[src/rtl/spgs_pkg.sv]
// spgs_pkg: shared types and constants for the scrolling palette gradient slew block
// item payload structs, register indexes and the per-channel operand bundle
// no dependencies
`default_nettype none

package spgs_pkg;

    // configuration register indexes
    localparam logic [2:0] REG_PALETTE_LOW      = 3'd0;
    localparam logic [2:0] REG_PALETTE_HIGH     = 3'd1;
    localparam logic [2:0] REG_SCROLL_SPEED     = 3'd2;
    localparam logic [2:0] REG_BAND_EXPONENT    = 3'd3;
    localparam logic [2:0] REG_BRIGHTNESS_LEVEL = 3'd4;
    localparam logic [2:0] REG_TRANSITION_STEPS = 3'd5;

    localparam int CFG_INDEX_W = 3;
    localparam int CFG_DATA_W  = 48;

    // arithmetic constants
    localparam logic [3:0]         EXP_MAX          = 4'd11;
    localparam logic [3:0]         SHIFT_BASE       = 4'd4;
    localparam logic signed [15:0] SPEED_DOUBLE_MIN = 16'sd10;
    localparam logic [7:0]         LIMIT_FULL       = 8'd255;
    localparam logic [7:0]         LIMIT_MIN        = 8'd1;
    localparam logic [7:0]         BRIGHTNESS_RESET = 8'd255;

    typedef struct packed {
        logic        advance_frame;
        logic [15:0] led_index;
        logic [7:0]  old_red;
        logic [7:0]  old_green;
        logic [7:0]  old_blue;
    } t_in_item;

    typedef struct packed {
        logic [7:0] new_red;
        logic [7:0] new_green;
        logic [7:0] new_blue;
    } t_out_item;

    // operands of one channel pass through the shared blend and slew unit
    typedef struct packed {
        logic [7:0]  c1;
        logic [7:0]  c2;
        logic [14:0] rem;
        logic [3:0]  shift;
        logic [7:0]  old;
        logic [7:0]  lim;
    } t_chan_op;

endpackage

`default_nettype wire

[src/rtl/spgs_ifs.sv]
// spgs_ifs: valid/ready channel interfaces for input pixels and result pixels
// depends on spgs_pkg for the payload structs
`default_nettype none

interface spgs_in_if;
    logic                valid;
    logic                ready;
    spgs_pkg::t_in_item  data;

    modport source (output valid, output data, input ready);
    modport sink   (input valid, input data, output ready);
endinterface

interface spgs_out_if;
    logic                valid;
    logic                ready;
    spgs_pkg::t_out_item data;

    modport source (output valid, output data, input ready);
    modport sink   (input valid, input data, output ready);
endinterface

`default_nettype wire

[src/rtl/spgs_chan_unit.sv]
// spgs_chan_unit: shared blend and slew unit, one color channel per use
// blends two expanded palette values across the band, then slew-limits
// depends on spgs_pkg
`default_nettype none

module spgs_chan_unit (
    input  var spgs_pkg::t_chan_op i_op,
    output logic [7:0]             o_value
);

    logic signed [8:0]  w_diff;
    logic signed [24:0] w_diff_ext;
    logic signed [24:0] w_rem_ext;
    logic signed [24:0] w_prod;
    logic signed [24:0] w_scaled;
    logic signed [24:0] w_blend_full;
    logic [7:0]         w_blend;
    logic [8:0]         w_up;
    logic signed [9:0]  w_dn;

    // c1*(w-rem) + c2*rem >> shift  ==  c1 + floor((c2-c1)*rem / w)
    assign w_diff       = $signed({1'b0, i_op.c2}) - $signed({1'b0, i_op.c1});
    assign w_diff_ext   = 25'(w_diff);
    assign w_rem_ext    = $signed({10'b0, i_op.rem});
    assign w_prod       = w_diff_ext * w_rem_ext;
    assign w_scaled     = w_prod >>> i_op.shift;
    assign w_blend_full = $signed({17'b0, i_op.c1}) + w_scaled;
    assign w_blend      = w_blend_full[7:0];

    // slew toward the blended value by at most the step limit
    assign w_up = {1'b0, i_op.old} + {1'b0, i_op.lim};
    assign w_dn = $signed({2'b0, i_op.old}) - $signed({2'b0, i_op.lim});

    always_comb begin
        if (w_blend > i_op.old) begin
            o_value = ({1'b0, w_blend} < w_up) ? w_blend : w_up[7:0];
        end else begin
            o_value = ($signed({2'b0, w_blend}) > w_dn) ? w_blend : w_dn[7:0];
        end
    end

endmodule

`default_nettype wire

[src/rtl/scrolling_palette_gradient_slew.sv]
// scrolling_palette_gradient_slew: top level, sequencer, divider and registers
// uses spgs_pkg, spgs_in_if, spgs_out_if and spgs_chan_unit
//
// Usage:
//   i_in    pixel channel (valid/ready): advance flag, led index, old rgb.
//   o_out   result channel (valid/ready): new rgb for the same pixel.
//   cfg     write port (i_cfg_valid/o_cfg_ready, i_cfg_index, i_cfg_data),
//           always ready; write only while no pixel is in flight.
//   After its input transfer a pixel passes through these steps in
//   order: advance the scroll position, form the band position and fetch
//   both palette entries, run the bit-serial restoring division that gives
//   the step limit, use the shared blend and slew unit (one channel at a
//   time), and load the output register, which then shows the result
//   valid. The next pixel is taken in the idle cycle that follows, so a
//   new pixel is never taken while the sequencer is still busy with one.
//   The output register holds a finished result while the next pixel is
//   taken; if the receiver still stalls when that pixel is done, the
//   sequencer waits in its final state until the output register drains.
//   Synchronous reset clears the scroll position and the registers
//   (brightness level to 255) and empties the output register.
`default_nettype none

module scrolling_palette_gradient_slew (
    input  wire logic                               i_clk,
    input  wire logic                               i_rst_n,
    spgs_in_if.sink                                 i_in,
    spgs_out_if.source                              o_out,
    input  wire logic                               i_cfg_valid,
    output logic                                    o_cfg_ready,
    input  wire logic [spgs_pkg::CFG_INDEX_W-1:0]   i_cfg_index,
    input  wire logic [spgs_pkg::CFG_DATA_W-1:0]    i_cfg_data
);

    typedef enum logic [5:0] {
        ST_IDLE  = 6'b000001,
        ST_ADV   = 6'b000010,
        ST_POS   = 6'b000100,
        ST_DIV   = 6'b001000,
        ST_BLEND = 6'b010000,
        ST_DONE  = 6'b100000
    } t_state;

    // configuration registers
    logic [47:0] r_palette_low;
    logic [47:0] r_palette_high;
    logic [15:0] r_scroll_speed;
    logic [3:0]  r_band_exponent;
    logic [7:0]  r_brightness;
    logic [7:0]  r_steps;

    // state and pixel registers
    t_state              r_state, n_state;
    logic [31:0]         r_scroll;
    spgs_pkg::t_in_item  r_item;
    logic [14:0]         r_rem;
    logic [3:0]          r_shift;
    logic [11:0]         r_c1;
    logic [11:0]         r_c2;
    logic [7:0]          r_quot;
    logic [7:0]          r_div_rem;
    logic [2:0]          r_cnt;
    logic [1:0]          r_chan;
    logic [7:0]          r_new_red;
    logic [7:0]          r_new_green;
    logic [7:0]          r_new_blue;
    logic                r_out_valid;
    spgs_pkg::t_out_item r_out_data;

    logic                in_xfer;
    logic                out_xfer;
    logic                out_load;
    logic signed [15:0]  w_speed;
    logic signed [16:0]  w_adv;
    logic [3:0]          w_exp_sat;
    logic [3:0]          w_shift;
    logic [31:0]         w_pos;
    logic [31:0]         w_pos_sh;
    logic [15:0]         w_mask;
    logic [2:0]          w_idx1;
    logic [2:0]          w_idx2;
    logic [8:0]          w_trial;
    logic                w_fits;
    logic [7:0]          w_lim;
    spgs_pkg::t_chan_op  w_op;
    logic [7:0]          w_chan_value;

    function automatic logic [11:0] pal_entry(input logic [2:0] idx,
                                              input logic [47:0] low,
                                              input logic [47:0] high);
        logic [47:0] word;
        word = idx[2] ? high : low;
        case (idx[1:0])
            2'd0:    pal_entry = word[11:0];
            2'd1:    pal_entry = word[23:12];
            2'd2:    pal_entry = word[35:24];
            default: pal_entry = word[47:36];
        endcase
    endfunction

    // handshakes
    assign o_cfg_ready = 1'b1;
    assign i_in.ready  = (r_state == ST_IDLE);
    assign in_xfer     = i_in.valid && i_in.ready;
    assign out_xfer    = r_out_valid && o_out.ready;
    assign out_load    = (r_state == ST_DONE) && (!r_out_valid || o_out.ready);
    assign o_out.valid = r_out_valid;
    assign o_out.data  = r_out_data;

    // configuration writes
    always_ff @(posedge i_clk) begin
        if (!i_rst_n) begin
            r_palette_low   <= '0;
            r_palette_high  <= '0;
            r_scroll_speed  <= '0;
            r_band_exponent <= '0;
            r_brightness    <= spgs_pkg::BRIGHTNESS_RESET;
            r_steps         <= '0;
        end else if (i_cfg_valid && o_cfg_ready) begin
            case (i_cfg_index)
                spgs_pkg::REG_PALETTE_LOW:      r_palette_low   <= i_cfg_data;
                spgs_pkg::REG_PALETTE_HIGH:     r_palette_high  <= i_cfg_data;
                spgs_pkg::REG_SCROLL_SPEED:     r_scroll_speed  <= i_cfg_data[15:0];
                spgs_pkg::REG_BAND_EXPONENT:    r_band_exponent <= i_cfg_data[3:0];
                spgs_pkg::REG_BRIGHTNESS_LEVEL: r_brightness    <= i_cfg_data[7:0];
                spgs_pkg::REG_TRANSITION_STEPS: r_steps         <= i_cfg_data[7:0];
                default: ;
            endcase
        end
    end

    // frame advance: doubled speed above the threshold
    assign w_speed = $signed(r_scroll_speed);
    assign w_adv   = (w_speed > spgs_pkg::SPEED_DOUBLE_MIN) ? {w_speed, 1'b0}
                                                            : 17'(w_speed);

    // band position, remainder within the band and palette indexes
    assign w_exp_sat = (r_band_exponent > spgs_pkg::EXP_MAX) ? spgs_pkg::EXP_MAX
                                                             : r_band_exponent;
    assign w_shift   = w_exp_sat + spgs_pkg::SHIFT_BASE;
    assign w_pos     = {16'b0, r_item.led_index} + r_scroll;
    assign w_pos_sh  = w_pos >> w_shift;
    assign w_mask    = (16'h1 << w_shift) - 16'h1;
    assign w_idx1    = w_pos_sh[2:0];
    assign w_idx2    = w_idx1 + 3'd1;

    // one restoring division step per cycle
    assign w_trial = {r_div_rem, r_quot[7]};
    assign w_fits  = (w_trial >= {1'b0, r_steps});

    // step limit from the quotient
    always_comb begin
        if (r_steps == '0) begin
            w_lim = spgs_pkg::LIMIT_FULL;
        end else if (r_quot == '0) begin
            w_lim = spgs_pkg::LIMIT_MIN;
        end else begin
            w_lim = r_quot;
        end
    end

    // operand select for the shared channel unit
    always_comb begin
        w_op.rem   = r_rem;
        w_op.shift = r_shift;
        w_op.lim   = w_lim;
        case (r_chan)
            2'd0: begin
                w_op.c1  = {r_c1[11:8], 4'b0};
                w_op.c2  = {r_c2[11:8], 4'b0};
                w_op.old = r_item.old_red;
            end
            2'd1: begin
                w_op.c1  = {r_c1[7:4], 4'b0};
                w_op.c2  = {r_c2[7:4], 4'b0};
                w_op.old = r_item.old_green;
            end
            default: begin
                w_op.c1  = {r_c1[3:0], 4'b0};
                w_op.c2  = {r_c2[3:0], 4'b0};
                w_op.old = r_item.old_blue;
            end
        endcase
    end

    spgs_chan_unit u_chan (
        .i_op    (w_op),
        .o_value (w_chan_value)
    );

    // sequencer next state
    always_comb begin
        n_state = r_state;
        case (r_state)
            ST_IDLE:  if (in_xfer) n_state = ST_ADV;
            ST_ADV:   n_state = ST_POS;
            ST_POS:   n_state = ST_DIV;
            ST_DIV:   if (r_cnt == 3'd7) n_state = ST_BLEND;
            ST_BLEND: if (r_chan == 2'd2) n_state = ST_DONE;
            ST_DONE:  if (out_load) n_state = ST_IDLE;
            default:  n_state = ST_IDLE;
        endcase
    end

    // control registers
    always_ff @(posedge i_clk) begin
        if (!i_rst_n) begin
            r_state     <= ST_IDLE;
            r_scroll    <= '0;
            r_out_valid <= 1'b0;
            r_cnt       <= '0;
            r_chan      <= '0;
        end else begin
            r_state <= n_state;
            if (r_state == ST_ADV && r_item.advance_frame) begin
                r_scroll <= r_scroll + 32'(w_adv);
            end
            if (r_state == ST_POS) begin
                r_cnt <= '0;
            end else if (r_state == ST_DIV) begin
                r_cnt <= r_cnt + 3'd1;
            end
            if (r_state == ST_DIV) begin
                r_chan <= '0;
            end else if (r_state == ST_BLEND) begin
                r_chan <= r_chan + 2'd1;
            end
            if (out_load) begin
                r_out_valid <= 1'b1;
            end else if (out_xfer) begin
                r_out_valid <= 1'b0;
            end
        end
    end

    // datapath registers
    always_ff @(posedge i_clk) begin
        if (in_xfer) begin
            r_item <= i_in.data;
        end
        if (r_state == ST_POS) begin
            r_rem     <= w_pos[14:0] & w_mask[14:0];
            r_shift   <= w_shift;
            r_c1      <= pal_entry(w_idx1, r_palette_low, r_palette_high);
            r_c2      <= pal_entry(w_idx2, r_palette_low, r_palette_high);
            r_quot    <= r_brightness;
            r_div_rem <= '0;
        end
        if (r_state == ST_DIV) begin
            r_div_rem <= w_fits ? 8'(w_trial - {1'b0, r_steps}) : w_trial[7:0];
            r_quot    <= {r_quot[6:0], w_fits};
        end
        if (r_state == ST_BLEND) begin
            case (r_chan)
                2'd0:    r_new_red   <= w_chan_value;
                2'd1:    r_new_green <= w_chan_value;
                default: r_new_blue  <= w_chan_value;
            endcase
        end
        if (out_load) begin
            r_out_data.new_red   <= r_new_red;
            r_out_data.new_green <= r_new_green;
            r_out_data.new_blue  <= r_new_blue;
        end
    end

endmodule

`default_nettype wire
[src/flat_wrapper.sv]
// flat-port wrapper written by rule: the top's interface ports become plain ports
module scrolling_palette_gradient_slew_flat 
  (i_clk, i_rst_n, i_cfg_valid, o_cfg_ready, i_cfg_index, i_cfg_data, i_in_valid, i_in_data, i_in_ready, o_out_valid, o_out_data, o_out_ready);
  spgs_in_if i_in_i ();
  spgs_out_if o_out_i ();
  input  wire logic i_clk;
  input  wire logic i_rst_n;
  input  wire logic i_cfg_valid;
  output logic o_cfg_ready;
  input  wire logic [spgs_pkg::CFG_INDEX_W-1:0] i_cfg_index;
  input  wire logic [spgs_pkg::CFG_DATA_W-1:0] i_cfg_data;
  input wire logic [$bits(i_in_i.valid)-1:0] i_in_valid;
  input wire logic [$bits(i_in_i.data)-1:0] i_in_data;
  output wire logic [$bits(i_in_i.ready)-1:0] i_in_ready;
  output wire logic [$bits(o_out_i.valid)-1:0] o_out_valid;
  output wire logic [$bits(o_out_i.data)-1:0] o_out_data;
  input wire logic [$bits(o_out_i.ready)-1:0] o_out_ready;
  assign i_in_i.valid = i_in_valid;
  assign i_in_i.data = i_in_data;
  assign i_in_ready = i_in_i.ready;
  assign o_out_valid = o_out_i.valid;
  assign o_out_data = o_out_i.data;
  assign o_out_i.ready = o_out_ready;
  scrolling_palette_gradient_slew u_core (.i_clk(i_clk), .i_rst_n(i_rst_n), .i_in(i_in_i), .o_out(o_out_i), .i_cfg_valid(i_cfg_valid), .o_cfg_ready(o_cfg_ready), .i_cfg_index(i_cfg_index), .i_cfg_data(i_cfg_data));
endmodule
[config.mk]
export PLATFORM = sky130hd
export DESIGN_NAME = scrolling_palette_gradient_slew_flat
export DESIGN_NICKNAME = d
export VERILOG_FILES = /design/src/rtl/spgs_pkg.sv /design/src/rtl/spgs_ifs.sv /design/src/rtl/spgs_chan_unit.sv /design/src/rtl/scrolling_palette_gradient_slew.sv /design/src/flat_wrapper.sv
export SDC_FILE = /design/constraint.sdc
export NUM_CORES = 1
export LEC_CHECK = 0
export ABC_AREA = 1
export BUFFER_PORTS_ARGS = -buffer_cell sky130_fd_sc_hd__buf_2
export CAP_MARGIN = 20
export CORE_AREA = 2 2 178 180
export DETAILED_ROUTE_END_ITERATION = 7
export DIE_AREA = 0 0 180 182
export HOLD_SLACK_MARGIN = 0.05
export PLACE_DENSITY = 0.85
export SLEW_MARGIN = 20
export SYNTH_ARGS = -nofsm -noshare
export SYNTH_HDL_FRONTEND = slang
export SYNTH_SLANG_ARGS = --single-unit
[constraint.sdc]
create_clock -name i_clk -period 16.2 [get_ports i_clk]
set_clock_uncertainty 0.05 [all_clocks]
set_input_delay 2.43 -clock i_clk [delete_from_list [all_inputs] [get_ports i_clk]]
set_output_delay 2.43 -clock i_clk [all_outputs]
set_load 0.1 [all_outputs]
==> results.toml <==
[outcome]
outcome = "finished clean"

[detailed_routing]
drc_errors = 0
drt-wirelength-per-cell_um = 17.2
drtPass1Iterations = 6
routed_wl_um = 53500
avgViaCountPerCell = 5.86
drt-initial-drc-count = 1846
final_antenna_net_count = 0
num_vias = 18228

[sta]
final.setup.tns_ns = 0
hold_violations = 0
clock.fmax_mhz = 96.7
setup_viol = 0
max_slew_margin_pct = 32.4
slew_violations = 0
fin_crit_ns = 10.34
worstMarginPinSlew_ns = 1.01
rsz0062_at_grt = "no"
finalCritPeriodShare_pct = 63.9

[critical_path]
crit_top_cell = "nand2_1"
cp_slowest_cell = "ha_1"
ff2ff_setup_slack_ns = 5.86
critPathKind = "reg2reg"
cp-end-kind = "flip-flop"
critPathMaxStageDelay_ns = 0.67
rr_worst_depth = 48
start_kind = "flip-flop"
r2r_end = "u_core.r_new_blue[7]"
r2r-start = "u_core.r_chan[1]"
worst_ep_arrival_time_ns = 10.55
path_max_fanout = 19
worstPathRequired_ns = 16.40

[placed_design]
portBuffers = 122
dpl.hpwl_um = 39500
gp_congestion = 0.942

[synthesis]
yosysSeqAreaShare_pct = 37.9
netlist.area_leader.share_pct = 21.9
ys_seq_elements = 310
syn_inst = 2608
synth_edf_count = 148
synth-main-ff-cell = "dfxtp_1"
synth.area.top_cells = "edfxtp_1 (22%), dfxtp_1 (16%), ha_1 (9.6%)"
yosys.cell_types.count = 60
synthArstFlopShare_pct = 0
synth_area_um2 = 20300
yosys_warnings = 0
yosysMostFrequentCell = "nand2_1"
synth_common_cells = "nand2_1 (406), inv_1 (357), nor2_1 (319)"
synth_top_cell_by_area = "edfxtp_1"
syn_avg_cell_area_um2 = 7.78

[grt]
use_met2_pct = 55.1
grt_max_degree = 105
grt_pass1_wl_um = 86100
antenna_found_initial = 1
busiest_layer = "met2"
grt_usage_pct = 32.2
use_met1_pct = 41.4
overflow = 0
use_met3_pct = 4.01
grt_pass1_vias = 17370

[run]
drv_cap = 0

[die]
die_x_um = 180
rows = 65
fp.dieH_um = 182
die_area_um2 = 32800
coreArea_um2 = 31000
start_util_pct = 65.5
ioPinCount = 124

[clocking]
h-tree-depth = 2
cts.sinks = 310
cts_buffer_depth = 3
clk_latency_ns = 0.53
cts_buffers = 35
cts_tree = "done"
hold_buffers = 0
path_clk_slew_ns = 0.06
cts-resized-gates = 0
post_cts_buffers = 0
clockRootBuffer = "clkbuf_16"

[hold_path]
holdPathStages = 0
hold_start = "u_core.r_new_blue[1]"
min_path_type = "reg2reg"
hold_end = "u_core.o_out.data[1]"

[finish]
final_layout_size_suffix_gt1_share_pct = 8.52
area_delta_synth_final_pct = 9.84
finalNetCount = 2983
antennaDiodeCount = 0
fillerInstances = 2377
-- routing by layer --
metal | wire length, um | up-vias | share of wire [%]
met5 | 0 | - | 0
met1 | 21900 | 8412 | 41
met2 | 25200 | 810 | 47
met4 | 2350 | 0 | 4.4
li1 | - | 8848 | -
met3 | 4060 | 158 | 7.6
-- layout make-up --
class | instances | area [um2] | share of cell area, %
multi-input combinational | 1834 | 10800 | 48.5
sequential | 310 | 7690 | 34.5
inverter | 369 | 1390 | 6.21
clock buffer | 48 | 986 | 4.42
timing repair buffer | 134 | 703 | 3.16
tap | 402 | 503 | 2.26
clock inverter | 15 | 203 | 0.909
-- sequential cells by signal (all words and copies together) (netlist names) --
| register | flops |
|---|---|
| u_core.o_out.valid | 1 |
| u_core.r_scroll_speed | 16 |
| u_core.r_chan | 2 |
| u_core.r_state | 6 |
| u_core.r_palette_high | 48 |
| u_core.r_new_red | 8 |
| u_core.r_new_green | 8 |
| u_core.r_steps | 8 |
| u_core.o_out.data | 24 |
| u_core.r_div_rem | 8 |
| u_core.r_quot | 8 |
| u_core.r_band_exponent | 4 |
| u_core.r_rem | 15 |
| u_core.r_c2 | 12 |
| u_core.r_shift | 4 |
| u_core.r_palette_low | 48 |
| u_core.r_c1 | 12 |
| u_core.r_cnt | 3 |
| u_core.r_scroll | 18 |
| u_core.r_item | 41 |
| u_core.r_new_blue | 8 |
| u_core.r_brightness | 8 |
-- critical path: cells and delay by family, from the launching register on --
family	cells	cell delay (ns)
xor gates and xnor gates	1	0.16
and+or+nand+nor	17	2.12
DFF	1	0.32
AOI/OAI and AO/OA	10	2.15
adders and majority gates	12	4.59
buffers and inverters	8	0.70
-- cells by family (layout without fill, tap and decap cells) --
| group | Yosys count | after routing | share of synthesized area [%] |
|---|---|---|---|
| other | 1 | 3 | 0.0185 |
| multiplexers | 3 | 3 | 0.148 |
| adder cells (fa/ha/maj) | 202 | 202 | 14.2 |
| buffers and inverters | 466 | 566 | 8.93 |
| AO/OA/AOI/OAI | 554 | 554 | 15.1 |
| XOR/XNOR | 40 | 40 | 1.76 |
| flip-flops | 310 | 310 | 37.9 |
| AND/OR/NAND/NOR | 1032 | 1032 | 22.0 |
-- worst max path at each step --
| stage | startpoint | endpoint | slack [ns] | depth (start not counted) |
|---|---|---|---|---|
| after global routing | u_core.r_chan[1] | u_core.r_new_blue[7] | 4.96 | 49 |
| after floorplan | u_core.r_chan[0] | u_core.r_new_blue[7] | 7.00 | 51 |
| after CTS | u_core.r_chan[1] | u_core.r_new_blue[7] | 5.93 | 48 |
| final | u_core.r_chan[1] | u_core.r_new_blue[7] | 5.86 | 48 |
| after detailed placement | u_core.r_chan[1] | u_core.r_new_blue[7] | 5.95 | 48 |
| after global placement | u_core.r_chan[0] | u_core.r_new_blue[7] | 6.31 | 49 |
-- stage by stage --
stage	util [%]	setup slack, ns	hold slack [ns]	instance area (um2)	cells
after floorplan	-	7.00	0.350	20300	2610
after global placement	68.1	6.31	0.355	21100	3049
after detailed placement	68.1	5.95	0.355	21100	3049
after CTS	71.9	5.93	0.369	22300	3112
after global routing	71.9	4.96	0.376	22300	3112
final	71.9	5.86	0.364	22300	3112
-- layout by cell type (no fill, tap or decap), types with 4 or more instances in the layout --
cell	synthesis	routed
ha_1	155	155
or2_2	5	5
o21a_1	6	6
inv_2	8	9
nand4_1	38	38
buf_2	20	121
nand3b_1	12	12
a211oi_1	7	7
bufinv_16	0	4
edfxtp_1	148	148
xor2_1	28	28
nand2_1	406	406
clkinv_1	4	6
xnor2_1	11	11
a22o_1	11	11
clkbuf_1	66	8
o31ai_1	4	4
clkbuf_8	0	4
inv_1	357	356
o21ai_0	240	240
nor3_1	18	18
nor2_2	4	4
nand2_2	6	6
a21oi_1	206	206
nor2_4	3	5
o21ai_1	8	8
a31oi_1	8	8
o21bai_1	11	11
nor4_1	7	6
fa_1	47	47
dfxtp_1	162	162
o211ai_1	33	33
or2_1	10	10
buf_4	4	13
clkbuf_16	0	36
nor2_1	319	317
nand3_1	193	193
Power is not shown: default switching activity piles up to over one toggle a cycle in this logic, so the estimate is an artifact.
